File: src/rtl/tdbs_pkg.sv
package tdbs_pkg;

  localparam logic [1:0] OP_START  = 2'd0;
  localparam logic [1:0] OP_WRITE  = 2'd1;
  localparam logic [1:0] OP_STOP   = 2'd2;
  localparam logic [1:0] OP_UNUSED = 2'd3;

  localparam int ADDR_W    = 3;
  localparam int DATA_W    = 32;
  localparam int HOLD_W    = 16;
  localparam logic [ADDR_W-3:0] REG_PHASE_HOLD = 1'b0;
  localparam logic [HOLD_W-1:0] PHASE_HOLD_RESET = 16'd100;

  localparam int QUEUE_DEPTH = 2;

  localparam int PHASE_W = 5;
  localparam logic [PHASE_W-1:0] BIT_PHASES   = 5'd24;
  localparam logic [PHASE_W-1:0] ACK_CLK_LOW  = 5'd24;
  localparam logic [PHASE_W-1:0] ACK_CLK_HIGH = 5'd25;
  localparam logic [PHASE_W-1:0] ACK_SAMPLE   = 5'd26;
  localparam logic [PHASE_W-1:0] ACK_END      = 5'd27;
  localparam logic [PHASE_W-1:0] STOP_CLK     = 5'd1;
  localparam logic [PHASE_W-1:0] STOP_END     = 5'd2;
  localparam logic [1:0] SUB_LAST = 2'd2;

  typedef enum logic [1:0] {
    KIND_START,
    KIND_WRITE,
    KIND_STOP
  } cmd_kind_t;

  typedef struct packed {
    logic [1:0] opcode;
    logic [7:0] byte_value;
    logic       ack_line_level;
  } in_item_t;

  typedef struct packed {
    logic clock_released;
    logic data_released;
    logic ack_seen_high;
    logic last_phase;
  } out_item_t;

  typedef struct packed {
    cmd_kind_t  kind;
    logic [7:0] byte_value;
    logic       ack_line_level;
  } cmd_t;

endpackage

File: src/rtl/tdbs_front.sv
module tdbs_front (
  input  logic            clk,
  input  logic            rst,
  input  logic            in_valid,
  output logic            in_ready,
  input  tdbs_pkg::in_item_t in_data,
  output logic            cmd_valid,
  input  logic            cmd_ready,
  output tdbs_pkg::cmd_t  cmd
);
  import tdbs_pkg::*;

  logic      stage_valid;
  cmd_t      stage_cmd;
  cmd_t      cmd_next;
  logic      keep;
  logic      accept;

  assign in_ready  = !stage_valid || cmd_ready;
  assign accept    = in_valid && in_ready;
  assign cmd_valid = stage_valid;
  assign cmd       = stage_cmd;

  always_comb begin
    cmd_next.byte_value     = in_data.byte_value;
    cmd_next.ack_line_level = in_data.ack_line_level;
    cmd_next.kind           = KIND_START;
    keep                    = 1'b1;
    unique case (in_data.opcode)
      OP_START: cmd_next.kind = KIND_START;
      OP_WRITE: cmd_next.kind = KIND_WRITE;
      OP_STOP:  cmd_next.kind = KIND_STOP;
      default:  keep = 1'b0;
    endcase
  end

  always_ff @(posedge clk) begin
    if (rst) begin
      stage_valid <= 1'b0;
    end else if (accept) begin
      stage_valid <= keep;
    end else if (cmd_ready) begin
      stage_valid <= 1'b0;
    end
  end

  always_ff @(posedge clk) begin
    if (accept) begin
      stage_cmd <= cmd_next;
    end
  end

endmodule

File: src/rtl/tdbs_queue.sv
module tdbs_queue #(
  parameter int DEPTH = tdbs_pkg::QUEUE_DEPTH
) (
  input  logic           clk,
  input  logic           rst,
  input  logic           push_valid,
  output logic           push_ready,
  input  tdbs_pkg::cmd_t push_cmd,
  output logic           pop_valid,
  input  logic           pop_ready,
  output tdbs_pkg::cmd_t pop_cmd
);
  import tdbs_pkg::*;

  localparam int PTR_W = (DEPTH > 1) ? $clog2(DEPTH) : 1;
  localparam int CNT_W = $clog2(DEPTH + 1);
  localparam logic [PTR_W-1:0] PTR_LAST = PTR_W'(DEPTH - 1);
  localparam logic [CNT_W-1:0] CNT_FULL = CNT_W'(DEPTH);

  cmd_t             entries [DEPTH];
  logic [PTR_W-1:0] wr_ptr;
  logic [PTR_W-1:0] rd_ptr;
  logic [CNT_W-1:0] count;
  logic             do_push;
  logic             do_pop;

  assign push_ready = count != CNT_FULL;
  assign pop_valid  = count != '0;
  assign pop_cmd    = entries[rd_ptr];
  assign do_push    = push_valid && push_ready;
  assign do_pop     = pop_valid && pop_ready;

  always_ff @(posedge clk) begin
    if (rst) begin
      wr_ptr <= '0;
      rd_ptr <= '0;
      count  <= '0;
    end else begin
      if (do_push) begin
        wr_ptr <= (wr_ptr == PTR_LAST) ? '0 : wr_ptr + 1'b1;
      end
      if (do_pop) begin
        rd_ptr <= (rd_ptr == PTR_LAST) ? '0 : rd_ptr + 1'b1;
      end
      if (do_push && !do_pop) begin
        count <= count + 1'b1;
      end else if (do_pop && !do_push) begin
        count <= count - 1'b1;
      end
    end
  end

  always_ff @(posedge clk) begin
    if (do_push) begin
      entries[wr_ptr] <= push_cmd;
    end
  end

endmodule

File: src/rtl/tdbs_back.sv
module tdbs_back (
  input  logic                           clk,
  input  logic                           rst,
  input  logic [tdbs_pkg::HOLD_W-1:0]    phase_hold_cycles,
  input  logic                           cmd_valid,
  output logic                           cmd_ready,
  input  tdbs_pkg::cmd_t                 cmd,
  output logic                           out_valid,
  input  logic                           out_ready,
  output tdbs_pkg::out_item_t            out_data
);
  import tdbs_pkg::*;

  logic                busy;
  cmd_kind_t           kind;
  logic [7:0]          shift;
  logic                ack;
  logic [PHASE_W-1:0]  phase;
  logic [1:0]          sub;
  logic [HOLD_W-1:0]   hold_cnt;
  logic                clk_lvl;
  logic                dat_lvl;
  out_item_t           out_reg;
  logic                out_vld;

  logic                emit;
  logic                clk_lvl_next;
  logic                dat_lvl_next;
  logic                ack_o;
  logic                last;
  logic                in_bits;

  assign cmd_ready = !busy;
  assign out_valid = out_vld;
  assign out_data  = out_reg;
  assign in_bits   = phase < BIT_PHASES;
  assign emit      = busy && (hold_cnt <= HOLD_W'(1)) && (!out_vld || out_ready);

  always_comb begin
    clk_lvl_next = clk_lvl;
    dat_lvl_next = dat_lvl;
    ack_o        = 1'b0;
    last         = 1'b0;
    unique case (kind)
      KIND_START: begin
        dat_lvl_next = 1'b0;
        last         = 1'b1;
      end
      KIND_STOP: begin
        if (phase == STOP_END) begin
          dat_lvl_next = 1'b1;
          last         = 1'b1;
        end else if (phase == STOP_CLK) begin
          clk_lvl_next = 1'b1;
        end else begin
          dat_lvl_next = 1'b0;
        end
      end
      KIND_WRITE: begin
        if (in_bits) begin
          case (sub)
            2'd0:    clk_lvl_next = 1'b0;
            2'd1:    dat_lvl_next = shift[0];
            default: clk_lvl_next = 1'b1;
          endcase
        end else if (phase == ACK_CLK_LOW) begin
          clk_lvl_next = 1'b0;
          dat_lvl_next = 1'b1;
        end else if (phase == ACK_CLK_HIGH) begin
          clk_lvl_next = 1'b1;
        end else if (phase == ACK_SAMPLE) begin
          if (!ack) begin
            dat_lvl_next = 1'b0;
          end
        end else begin
          clk_lvl_next = 1'b0;
          ack_o        = ack;
          last         = 1'b1;
        end
      end
      default: last = 1'b1;
    endcase
  end

  always_ff @(posedge clk) begin
    if (rst) begin
      busy     <= 1'b0;
      hold_cnt <= '0;
      clk_lvl  <= 1'b1;
      dat_lvl  <= 1'b1;
      out_vld  <= 1'b0;
      phase    <= '0;
      sub      <= '0;
    end else begin
      if (emit) begin
        hold_cnt <= phase_hold_cycles;
      end else if (hold_cnt != '0) begin
        hold_cnt <= hold_cnt - 1'b1;
      end

      if (emit) begin
        out_vld <= 1'b1;
      end else if (out_ready) begin
        out_vld <= 1'b0;
      end

      if (!busy && cmd_valid) begin
        busy  <= 1'b1;
        phase <= '0;
        sub   <= '0;
      end else if (emit) begin
        clk_lvl <= clk_lvl_next;
        dat_lvl <= dat_lvl_next;
        phase   <= phase + 1'b1;
        if (last) begin
          busy <= 1'b0;
        end
        if (in_bits) begin
          sub <= (sub == SUB_LAST) ? 2'd0 : sub + 1'b1;
        end
      end
    end
  end

  always_ff @(posedge clk) begin
    if (!busy && cmd_valid) begin
      kind  <= cmd.kind;
      shift <= cmd.byte_value;
      ack   <= cmd.ack_line_level;
    end else if (emit && in_bits && sub == SUB_LAST) begin
      shift <= {1'b0, shift[7:1]};
    end
    if (emit) begin
      out_reg.clock_released <= clk_lvl_next;
      out_reg.data_released  <= dat_lvl_next;
      out_reg.ack_seen_high  <= ack_o;
      out_reg.last_phase     <= last;
    end
  end

endmodule

File: src/rtl/two_wire_display_byte_sender_unit.sv
// path: a command passes the front-end stage register, the queue and the back-end command
// registers before its first pin phase is registered in the output register
// each phase is held by the back-end hold timer, which is loaded from phase_hold_cycles
// pin phases per command: start 1, stop 3, byte write 28; the back end takes the next
// command only after the last phase of the current one has been emitted
// reset: both lines released, queue emptied, phase_hold_cycles back to 100
module two_wire_display_byte_sender_unit #(
  parameter int QUEUE_DEPTH = tdbs_pkg::QUEUE_DEPTH
) (
  input  logic                          clk,
  input  logic                          rst,
  input  logic                          in_valid,
  output logic                          in_ready,
  input  tdbs_pkg::in_item_t            in_data,
  output logic                          out_valid,
  input  logic                          out_ready,
  output tdbs_pkg::out_item_t           out_data,
  input  logic                          psel,
  input  logic                          penable,
  input  logic                          pwrite,
  input  logic [tdbs_pkg::ADDR_W-1:0]   paddr,
  input  logic [tdbs_pkg::DATA_W-1:0]   pwdata,
  output logic [tdbs_pkg::DATA_W-1:0]   prdata,
  output logic                          pready
);
  import tdbs_pkg::*;

  logic [HOLD_W-1:0] phase_hold_cycles;
  logic              reg_sel;
  logic              f_valid;
  logic              f_ready;
  cmd_t              f_cmd;
  logic              q_valid;
  logic              q_ready;
  cmd_t              q_cmd;

  assign pready  = 1'b1;
  assign reg_sel = paddr[ADDR_W-1:2] == REG_PHASE_HOLD;
  assign prdata  = reg_sel ? {{(DATA_W-HOLD_W){1'b0}}, phase_hold_cycles} : '0;

  always_ff @(posedge clk) begin
    if (rst) begin
      phase_hold_cycles <= PHASE_HOLD_RESET;
    end else if (psel && penable && pwrite && reg_sel) begin
      phase_hold_cycles <= pwdata[HOLD_W-1:0];
    end
  end

  tdbs_front u_front (
    .clk       (clk),
    .rst       (rst),
    .in_valid  (in_valid),
    .in_ready  (in_ready),
    .in_data   (in_data),
    .cmd_valid (f_valid),
    .cmd_ready (f_ready),
    .cmd       (f_cmd)
  );

  tdbs_queue #(
    .DEPTH (QUEUE_DEPTH)
  ) u_queue (
    .clk        (clk),
    .rst        (rst),
    .push_valid (f_valid),
    .push_ready (f_ready),
    .push_cmd   (f_cmd),
    .pop_valid  (q_valid),
    .pop_ready  (q_ready),
    .pop_cmd    (q_cmd)
  );

  tdbs_back u_back (
    .clk               (clk),
    .rst               (rst),
    .phase_hold_cycles (phase_hold_cycles),
    .cmd_valid         (q_valid),
    .cmd_ready         (q_ready),
    .cmd               (q_cmd),
    .out_valid         (out_valid),
    .out_ready         (out_ready),
    .out_data          (out_data)
  );

endmodule

File: config.mk
export PLATFORM = sky130hd
export DESIGN_NAME = two_wire_display_byte_sender_unit
export DESIGN_NICKNAME = d
export VERILOG_FILES = /design/src/rtl/tdbs_pkg.sv /design/src/rtl/tdbs_front.sv /design/src/rtl/tdbs_queue.sv /design/src/rtl/tdbs_back.sv /design/src/rtl/two_wire_display_byte_sender_unit.sv
export SDC_FILE = /design/constraint.sdc
export NUM_CORES = 1
export LEC_CHECK = 0
export BUFFER_PORTS_ARGS = -buffer_cell sky130_fd_sc_hd__buf_2
export CAP_MARGIN = 5
export CORE_MARGIN = 4
export CORE_UTILIZATION = 61
export CTS_BUF_LIST = sky130_fd_sc_hd__clkbuf_8
export CTS_CLUSTER_DIAMETER = 50
export DETAILED_ROUTE_END_ITERATION = 16
export PLACE_DENSITY = 0.88
export SLEW_MARGIN = 20
export SYNTH_ARGS = -nofsm -noshare
export SYNTH_HDL_FRONTEND = slang
export SYNTH_SLANG_ARGS = --single-unit
File: constraint.sdc
create_clock -name clk -period 3.5 [get_ports clk]
set_clock_uncertainty 0.05 [all_clocks]
set_input_delay 0.175 -clock clk [delete_from_list [all_inputs] [get_ports clk]]
set_output_delay 0.175 -clock clk [all_outputs]
set_load 0.005 [all_outputs]
==> flow_summary_export.csv, run 1 <==
group,metric,value,unit
detailed_routing,wl_per_cell,15.38,um
timing,rsz0062_at_grt,"no",
synth,yosys.area_share.xor_xnor,0.03002,
cells_and_area,final_common_cell,"nand2_1",
critical_path,timing.rr.start,"u_back.hold_cnt[0]",
cells_and_area,ff_latch_area,2422,sq um
synth,async_flop_share,0,
synth,avgSynthCellArea,10.40,sq um
cells_and_area,drive_above_1_share,0.1677,
place,hpwl,5655,um
timing,final_min_period_over_clock_period,0.7127,
die,die_h,92.71,um
cells_and_area,fillers,422,
critical_path,crit_path_end_kind,"register",
timing,fmax,0.4009,GHz
run_status,status,"finished clean",
critical_path,cp-start-kind,"register",
critical_path,cp.arrival,2.74,ns
timing,hold_viol_final,0,
synth,ys_seq_area_frac,0.5535,
die,ios,92,
timing,max_slew_margin,0.3599,
cells_and_area,num_antenna_cells,0,
synth,synthesis.area,4377,sq um
place,routabilityCongestion,0.8022,
detailed_routing,vias,3343,
power_and_ir_drop,p_leak,2.014,nW
clock_tree,clock_sinks,97,
clock_tree,root_buffer,"clkbuf_8",
cells_and_area,syn_to_final_growth,16.75,%
critical_path,path_cells,"inv_1 -> ha_1 -> o21ai_0 -> nor2_2 -> and3_1 -> buf_4 -> or4_1 -> a21oi_1",
synth,syn_inst,421,
synth,synth_compound_area_frac,0.09463,
synth,synth_seq_cells,97,
global_routing,grt_usage,0.2239,
detailed_routing,firstDrtPassIters,5,
synth,synth_fa_ha_area_frac,0.03145,
detailed_routing,route.detailed.drc,0,
critical_path,cp_max_fo,12,
power_and_ir_drop,powerDensity,665.8,nW/um^2
global_routing,antenna_found_initial,0,
critical_path,worst-endpoint-required,3.74,ns
run,maxCapViolCount,0,
clock_tree,cts_tree,"yes",
critical_path,rrSetupSlack,1.01,ns
timing,whs,0.04682,ns
cells_and_area,multi_input_area,1748,sq um
synth,synth_edf_count,48,
critical_path,crit_type,"register to register",
clock_tree,path_clk_slew,0.10,ns
clock_tree,clock_path_buffers,2,
die,initial_core_util,0.6372,
critical_path,critPathLaunch,"u_back.hold_cnt[0]",
timing,setup_viol,0,
clock_tree,htreeDepth,3,
clock_tree,post_cts_resized,0,
critical_path,cp_slowest_stage_delay,0.51,ns
critical_path,slowest_stage,"or4_1",
synth,synth_cell_types,51,
clock_tree,clock_latency,0.37,ns
critical_path,critPathTopFamily,"simple AND/OR/NAND/NOR gates",
global_routing,grt_pass1_wl,15350,um
timing,finalCriticalPeriod,2.494,ns
detailed_routing,drt-total-wl,9180,um
timing,slew_violations,0,
critical_path,path_depth,8,
critical_path,regToRegEndpoint,"u_back.hold_cnt[9]",
global_routing,grt_max_degree,40,
global_routing,overflow,0,
power_and_ir_drop,vdd_drop_max,432.2,uV
cells_and_area,nets,560,
synth,synth_ff_type,"dfxtp_1",
timing,setup_tns,0,ns
cells_and_area,final_cell_mix,"nand2_1, buf_2, dfxtp_1, edfxtp_1, a21oi_1",
synth,synthSimpleGateAreaFrac,0.1970,
clock_tree,cts_buffers,9,
die,row_count,30,
synth,synth_top_family_by_area,"simple AND/OR/NAND/NOR gates",
critical_path,cp_num_buf_inv,2,
die,coreArea,6869,sq um
place,io_buffers,56,
hold_path,worstHoldPathType,"primary input to register",
global_routing,grt_pass1_vias,3267,
detailed_routing,vias_per_cell,5.600,
synth,ys_warn_count,0,
critical_path,endpoint,"u_back.hold_cnt[9]",
detailed_routing,ant_nets,0,
synth,synth.mux.area_fraction,0.03173,
critical_path,rr_worst_depth,8,
die,die-area,8594,sq um
die,die_w,92.71,um
timing,tightest_slew,0.9567,ns
detailed_routing,drtIter0Drc,268,
## per-stage QoR
stage / util / worst slack [ns] / cells / cell area [sq um] / power [W]
finish: 0.7439 / 1.006 / 597 / 5110 / 0.003402
global route: 0.7439 / 0.8479 / 597 / 5110 / 0.003602
CTS: 0.7439 / 1.013 / 597 / 5110 / 0.003383
detailed placement: 0.6758 / 1.061 / 555 / 4642 / 0.002599
global placement: 0.6758 / 1.118 / 555 / 4642 / 0.002548
floorplan: - / 1.177 / 436 / 4433 / 0.002380
## worst min-delay path by stage
stage	startpoint	cells past startpoint	to	slack, ns
floorplan	in_data[0]	0	u_front.cmd[0]	0.22
global placement	in_data[5]	1	u_front.cmd[5]	0.30
detailed placement	in_data[4]	1	u_front.cmd[4]	0.30
CTS	in_data[10]	2	u_front.cmd[9]	0.03
global route	in_data[10]	2	u_front.cmd[9]	0.05
finish	in_data[10]	2	u_front.cmd[9]	0.05
## power by group
| group | total (W) | internal, W | switching (W) |
|---|---|---|---|
| clock network | 0.000761 | 0.000345 | 0.000416 |
| registers | 0.00160 | 0.00144 | 0.000159 |
| logic | 0.00104 | 0.000442 | 0.000598 |
## what timing repair did
item,in CTS,in global routing
endpoints found under the hold margin,26,0
setup buffers,0,0
hold buffers,26,0
## cells by family after synthesis
family / count (synthesis)
simple gates: 164
compound gates: 70
fa+ha+maj: 11
flops: 97
buf+inv: 49
other cells: 2
mux: 13
xor+xnor: 15
## layout make-up
class,count,share of cell area
Clock buffer,9,0.02424
Sequential cell,97,0.4740
Inverter,13,0.009549
Timing Repair Buffer,85,0.1102
Tap cell,96,0.02351
Multi-Input combinational cell,290,0.3421
Clock inverter,7,0.01641
## routing by layer
| metal | vias up | share of wire | GRT usage | wire [um] |
|---|---|---|---|---|
| li1 | 1595 | - | - | - |
| met1 | 1587 | 0.42 | 0.2932 | 3892 |
| met2 | 151 | 0.49 | 0.3668 | 4536 |
| met3 | 10 | 0.071 | 0.04549 | 650 |
| met4 | 0 | 0.011 | 0.08791 | 102 |
| met5 | - | 0 | 0 | 0 |
## synthesized netlist by cell type (3+ instances only)
| library cell | n | area, sq um |
|---|---|---|
| nand3b_1 | 5 | 37.54 |
| clkbuf_1 | 11 | 41.29 |
| a21oi_1 | 33 | 165.2 |
| o21ai_0 | 19 | 95.09 |
| buf_2 | 3 | 15.01 |
| nor4_1 | 4 | 25.02 |
| dfxtp_1 | 49 | 980.9 |
| nand2b_1 | 6 | 37.54 |
| nand4_1 | 5 | 31.28 |
| inv_1 | 13 | 48.80 |
| or3_1 | 8 | 50.05 |
| xor2_1 | 8 | 70.07 |
| nand4b_1 | 3 | 26.28 |
| ha_1 | 11 | 137.6 |
| nor2b_1 | 19 | 118.9 |
| buf_4 | 20 | 150.1 |
| nand2_1 | 66 | 247.7 |
| and4b_1 | 3 | 30.03 |
| mux2_2 | 3 | 33.78 |
| mux2i_1 | 9 | 90.09 |
| nand3_1 | 4 | 20.02 |
| xnor2_1 | 7 | 61.31 |
| nor2_1 | 19 | 71.32 |
| nor3_1 | 6 | 30.03 |
| or4_1 | 3 | 22.52 |
| edfxtp_1 | 48 | 1441 |
## state kept, by name, indices dropped and copies added (netlist names), named ones only
name and cells:
u_queue.wr_ptr 1, u_queue.count 2, u_back.busy 1, u_back.ack 1, u_front.cmd 11, u_front.cmd_valid 1, u_queue.entries 22, u_queue.rd_ptr 1
u_back.sub 2, u_back.phase 5, u_back.clk_lvl 1, u_back.out_valid 1, phase_hold_cycles 16, u_back.hold_cnt 16, u_back.shift 8, u_back.kind 2
u_back.dat_lvl 1, u_back.out_data 4
Power figures use the tool's default switching activity.
==> run 2, diff against run 1 <==
--- a/config.mk
+++ b/config.mk
@@ -8,11 +8,11 @@
 export BUFFER_PORTS_ARGS = -buffer_cell sky130_fd_sc_hd__buf_2
 export CAP_MARGIN = 5
 export CORE_MARGIN = 4
-export CORE_UTILIZATION = 61
+export CORE_UTILIZATION = 56
 export CTS_BUF_LIST = sky130_fd_sc_hd__clkbuf_8
 export CTS_CLUSTER_DIAMETER = 50
 export DETAILED_ROUTE_END_ITERATION = 16
-export PLACE_DENSITY = 0.88
+export PLACE_DENSITY = 0.81
 export SLEW_MARGIN = 20
 export SYNTH_ARGS = -nofsm -noshare
 export SYNTH_HDL_FRONTEND = slang
==> constraint.sdc (replaced) <==
create_clock -name clk -period 2.3 [get_ports clk]
set_clock_uncertainty 0.05 [all_clocks]
set_input_delay 0.115 -clock clk [delete_from_list [all_inputs] [get_ports clk]]
set_output_delay 0.115 -clock clk [all_outputs]
set_load 0.005 [all_outputs]
==> run 2 against run 1 <==
- maximum frequency up 14%
- via count down 2.4%
- setup slack worse by 0.90 ns
- register-to-register slack worse by 0.90 ns
- non-clock buffer count up 10
==> flow_summary_export.csv, run 2 (synthesized netlist as in run 1, its figures left out) <==
group,metric,value,unit
timing,slew_violations,0,
cells_and_area,final_common_cell,"nand2_1",
hold_path,hold_end,"u_queue.rd_ptr",
place,place_ws,0.1353,ns
critical_path,cp-start-kind,"register",
global_routing,grt_usage,0.2058,
global_routing,grt_use_met1,0.2898,
timing,rsz0062_at_grt,"no",
detailed_routing,ant_nets,0,
critical_path,crit_type,"register to register",
critical_path,rrSetupSlack,0.11,ns
die,ios,92,
cells_and_area,syn_to_final_growth,18.30,%
cells_and_area,drive_above_1_share,0.1800,
timing,setup_viol,0,
critical_path,worst-endpoint-required,2.53,ns
cells_and_area,top_register,"u_queue.entries",
place,io_buffers,56,
detailed_routing,wl_per_cell,14.56,um
place,dp.cells,565,
global_routing,antenna_found_initial,0,
timing,fin_ws,0.1058,ns
cells_and_area,top_regs,"u_queue.entries (22), phase_hold_cycles (16), u_back.hold_cnt (16)",
global_routing,grt_max_degree,40,
clock_tree,post-cts-setup-buffer-count,0,
clock_tree,cts_buffers,9,
power_and_ir_drop,powerDensity,981.0,nW/um^2
cells_and_area,num_antenna_cells,0,
die,coreArea,7408,sq um
critical_path,rr_worst_depth,8,
timing,tightest_slew,0.7109,ns
timing,hold_viol_final,0,
power_and_ir_drop,vdd_drop_max,430.4,uV
hold_path,worstHoldPathType,"primary input to register",
clock_tree,clock_sinks,97,
run_status,status,"finished clean",
power_and_ir_drop,p_leak,2.049,nW
global_routing,met2_usage,0.3255,
timing,fmax,0.4557,GHz
detailed_routing,vias_per_cell,5.348,
timing,setup_tns,0,ns
place,hpwl,5751,um
place,routabilityCongestion,0.9407,
detailed_routing,route.detailed.drc,0,
timing,max_slew_margin,0.5260,
clock_tree,path_clk_slew,0.09,ns
die,initial_core_util,0.5908,
cells_and_area,utilization,0.6989,
detailed_routing,drt-total-wl,8883,um
global_routing,grt_pass1_vias,3072,
clock_tree,cts_tree,"yes",
hold_path,hold-path-cell-count,2,
critical_path,cp_max_fo,12,
clock_tree,htreeDepth,3,
clock_tree,root_buffer,"clkbuf_8",
die,die-area,9294,sq um
critical_path,regToRegEndpoint,"u_back.hold_cnt[9]",
run,maxCapViolCount,0,
cells_and_area,final_cell_mix,"nand2_1, buf_2, dfxtp_1, edfxtp_1, a21oi_1",
die,die_w,96.41,um
critical_path,timing.rr.start,"u_back.hold_cnt[0]",
detailed_routing,drtIter0Drc,174,
clock_tree,clock_path_buffers,2,
global_routing,overflow,0,
critical_path,crit_path_end_kind,"register",
timing,whs,0.2427,ns
global_routing,grt_use_met3,0.03253,
cells_and_area,largest_reg_flops,22,
detailed_routing,vias,3262,
cells_and_area,fillers,513,
die,row_count,31,
clock_tree,clock_latency,0.36,ns
cells_and_area,layout.cells.non_filler,610,
global_routing,busiest_layer,"met2",
hold_path,min_from,"rst",
timing,finalCriticalPeriod,2.194,ns
die,die_h,96.41,um
timing,final_min_period_over_clock_period,0.9540,
detailed_routing,firstDrtPassIters,5,
cells_and_area,nets,570,
critical_path,cp.arrival,2.43,ns
global_routing,grt_pass1_wl,14840,um
## run 2: timing repair
action                     4_1_cts  5_1_grt
resized for setup                0        1
hold endpoints to repair        28        0
hold buffers                    29        0
setup endpoints to repair        0       10
## run 2: worst max-delay path by stage
stage / startpoint / end / slack [ns] / depth (start not counted)
2_1_floorplan: u_back.hold_cnt[4] / u_back.shift[0] / 0.19 / 5
3_3_place_gp: u_back.hold_cnt[0] / u_back.hold_cnt[9] / 0.20 / 8
3_5_place_dp: u_back.hold_cnt[0] / u_back.hold_cnt[9] / 0.14 / 8
4_1_cts: u_back.hold_cnt[0] / u_back.hold_cnt[9] / 0.11 / 8
5_1_grt: u_back.hold_cnt[0] / u_back.hold_cnt[9] / 0.01 / 8
6_report: u_back.hold_cnt[0] / u_back.hold_cnt[9] / 0.11 / 8
## run 2: critical path, cell delays in order (launching register included)
cell and delay, ns:
dfxtp_1 0.42, inv_1 0.10, ha_1 0.26, o21ai_0 0.22, nor2_2 0.05, and3_1 0.21, buf_4 0.18, or4_1 0.51
a21oi_1 0.12
## run 2: per-stage QoR
| stage | area, sq um | total power [W] |
|---|---|---|
| after global placement | 4698 | 0.003967 |
| after global routing | 5177 | 0.005423 |
| final | 5177 | 0.005079 |
| after floorplan | 4433 | 0.003622 |
| after CTS | 5171 | 0.005063 |
| after detailed placement | 4698 | 0.004036 |
## run 2: cell type report
| type | instances | area, sq um | share of cell area |
|---|---|---|---|
| clock buffers | 9 | 123.9 | 0.02392 |
| repair buffers | 95 | 645.6 | 0.1247 |
| multi-input cells | 290 | 1754 | 0.3388 |
| clock inverters | 7 | 58.81 | 0.01136 |
| flip-flops and latches | 97 | 2422 | 0.4679 |
| well taps | 99 | 123.9 | 0.02392 |
| inverters | 13 | 48.80 | 0.009425 |
## run 2: metal layers
metal,share of wire,vias to the layer above
met3,0.049,7
met5,0,-
met4,0.010,0
met1,0.46,1550
li1,-,1611
met2,0.48,94
## run 2: report_power, final
group / switching, W / internal, W / total (W) / leakage [nW]
Clock: 0.000594 / 0.000403 / 0.000997 / 0.0899
Combinational: 0.000901 / 0.000745 / 0.00165 / 1.11
Sequential: 0.000242 / 0.00219 / 0.00244 / 0.849
==> run 3, diff against run 2 <==
--- a/config.mk
+++ b/config.mk
@@ -5,14 +5,15 @@
 export SDC_FILE = /design/constraint.sdc
 export NUM_CORES = 1
 export LEC_CHECK = 0
+export ABC_CLOCK_PERIOD_IN_PS = 2000
 export BUFFER_PORTS_ARGS = -buffer_cell sky130_fd_sc_hd__buf_2
 export CAP_MARGIN = 5
 export CORE_MARGIN = 4
-export CORE_UTILIZATION = 56
+export CORE_UTILIZATION = 51
 export CTS_BUF_LIST = sky130_fd_sc_hd__clkbuf_8
 export CTS_CLUSTER_DIAMETER = 50
 export DETAILED_ROUTE_END_ITERATION = 16
-export PLACE_DENSITY = 0.81
+export PLACE_DENSITY = 0.78
 export SLEW_MARGIN = 20
 export SYNTH_ARGS = -nofsm -noshare
 export SYNTH_HDL_FRONTEND = slang
==> constraint.sdc (replaced) <==
create_clock -name clk -period 2 [get_ports clk]
set_clock_uncertainty 0.05 [all_clocks]
set_input_delay 0.1 -clock clk [delete_from_list [all_inputs] [get_ports clk]]
set_output_delay 0.1 -clock clk [all_outputs]
set_load 0.005 [all_outputs]
==> run 3 against run 2 <==
- die area increased by 9.0%
- power grew 24%
- sequential cell count is the same
- count of clock-buffer cells in the layout unchanged
- maximum frequency grew 11%
- hold slack worse by 0.10 ns
- non-clock buffer count rose by 23
- cell count up 4.8%
- first-iteration DRC count increased by 1.7%
- final area increased by 4.6%
- highest routed layer unchanged
==> flow_summary_export.csv, run 3 (synthesized netlist as in run 1, its figures left out) <==
group,metric,value,unit
timing,setup_viol,0,
power_and_ir_drop,p_leak,2.175,nW
detailed_routing,drt-total-wl,9416,um
die,die-area,10130,sq um
detailed_routing,wl_per_cell,14.74,um
cells_and_area,syn_to_final_growth,23.76,%
timing,hold_viol_final,0,
die,row_count,33,
cells_and_area,utilization,0.6526,
detailed_routing,firstDrtPassIters,4,
die,die_h,100.6,um
timing,rsz0062_at_grt,"yes",
power_and_ir_drop,powerDensity,1162,nW/um^2
cells_and_area,top_register,"u_queue.entries",
clock_tree,path_clk_slew,0.09,ns
global_routing,overflow,0,
timing,fmax,0.5063,GHz
clock_tree,root_buffer,"clkbuf_8",
critical_path,cp.arrival,2.00,ns
die,die_w,100.6,um
run_status,status,"finished clean",
cells_and_area,top_regs,"u_queue.entries (22), phase_hold_cycles (16), u_back.hold_cnt (16)",
run,maxCapViolCount,0,
global_routing,grt_pass1_vias,3376,
detailed_routing,vias,3365,
cells_and_area,drive_above_1_share,0.2434,
clock_tree,clock_latency,0.35,ns
detailed_routing,route.detailed.drc,0,
timing,final_min_period_over_clock_period,0.9875,
clock_tree,cts_buffers,9,
critical_path,cp-start-kind,"register",
timing,slew_violations,0,
die,coreArea,8299,sq um
hold_path,worstHoldPathType,"primary input to register",
critical_path,crit_type,"register to register",
global_routing,antenna_found_initial,0,
timing,tightest_slew,0.6088,ns
critical_path,worst-endpoint-required,2.02,ns
clock_tree,clock_sinks,97,
detailed_routing,ant_nets,0,
critical_path,crit_path_end_kind,"register",
die,initial_core_util,0.5274,
detailed_routing,drtIter0Drc,177,
die,ios,92,
power_and_ir_drop,vdd_drop_max,598.3,uV
cells_and_area,final_cell_mix,"nand2_1, buf_2, edfxtp_1, dfxtp_1",
global_routing,grt_pass1_wl,15840,um
place,io_buffers,56,
timing,max_slew_margin,0.5936,
detailed_routing,vias_per_cell,5.266,
cells_and_area,num_antenna_cells,0,
place,routabilityCongestion,0.8615,
clock_tree,clock_path_buffers,2,
global_routing,grt_max_degree,27,
cells_and_area,nets,593,
global_routing,grt_usage,0.1948,
place,hpwl,6444,um
cells_and_area,largest_reg_flops,22,
clock_tree,cts_tree,"yes",
cells_and_area,final_common_cell,"nand2_1",
timing,whs,0.1398,ns
critical_path,cp_max_fo,6,
clock_tree,htreeDepth,3,
timing,finalCriticalPeriod,1.975,ns
power_and_ir_drop,finalPower,0.006292,W
[run 3: cell types whose count changed in the layout (fill, tap and decap cells not counted), moves of 2 or more]
cell	before	now
or3_4	1	3
dfxtp_1	49	46
or4_1	3	1
dfxtp_2	0	2
or3_1	8	6
o21ai_1	1	4
nor4b_1	2	0
buf_4	10	32
o21ai_2	0	2
clkinv_4	2	0
o21ai_0	18	13
nor4b_2	0	2
or4_4	0	2
[run 3: final cells by class]
type                    count  area, sq um
clock buffers               9        123.9
clock inverters             7        45.04
fillers                   629         2883
inverters                  13        48.80
multi-input cells         290         1817
flip-flops and latches     97         2429
well taps                 105        131.4
repair buffers            118        822.0
[run 3: metrics by stage]
step | worst slack [ns] | setup TNS [ns] | instance area [sq um] | cells
after floorplan | 0.02811 | 0 | 4437 | 436
after global placement | 0.02874 | 0 | 4860 | 591
after detailed placement | -0.03017 | -0.03017 | 4860 | 591
after CTS | 0.008888 | 0 | 5326 | 636
after global routing | -0.06225 | -0.5136 | 5416 | 639
final | 0.02507 | 0 | 5416 | 639
[run 3: path summary, 6_finish.rpt]
path,from,to,slack (ns),cells past startpoint
worst max-delay path,u_back.hold_cnt[10],u_back.shift[7],0.03,6
worst min-delay path,rst,u_back.hold_cnt[10],0.14,2
worst max register to register,u_back.hold_cnt[10],u_back.shift[7],0.03,6
worst min register to register,u_front.cmd[5],u_queue.entries[0][5],0.40,0
[run 3: routing by layer]
| metal | global-route usage | wire [um] | vias to the layer above |
|---|---|---|---|
| met1 | 0.2539 | 4033 | 1587 |
| met4 | 0.05389 | 127 | 0 |
| met5 | 0 | 0 | - |
| li1 | - | - | 1659 |
| met3 | 0.03529 | 484 | 12 |
| met2 | 0.3327 | 4771 | 107 |
[run 3: timing repair]
item	in CTS	in global routing
setup endpoints to repair	3	37
pin swaps	0	6
setup buffers	0	3
gates resized for setup	2	22
hold endpoints to repair	28	0
hold buffers	29	0
[run 3: power by group]
group | total (W) | leakage (nW) | internal (W) | switching, W
combinational | 0.00235 | 1.24 | 0.00118 | 0.00117
sequential | 0.00283 | 0.850 | 0.00253 | 0.000299
clock | 0.00111 | 0.0849 | 0.000450 | 0.000657
total | 0.00629 | 2.17 | 0.00416 | 0.00213
[run 3: worst max-delay path, cell delays in order, from the launching register on]
cell	delay (ns)
dfxtp_1	0.35
or3_1	0.42
nor2_2	0.14
buf_4	0.16
nand4_1	0.20
o21ai_2	0.21
buf_4	0.17
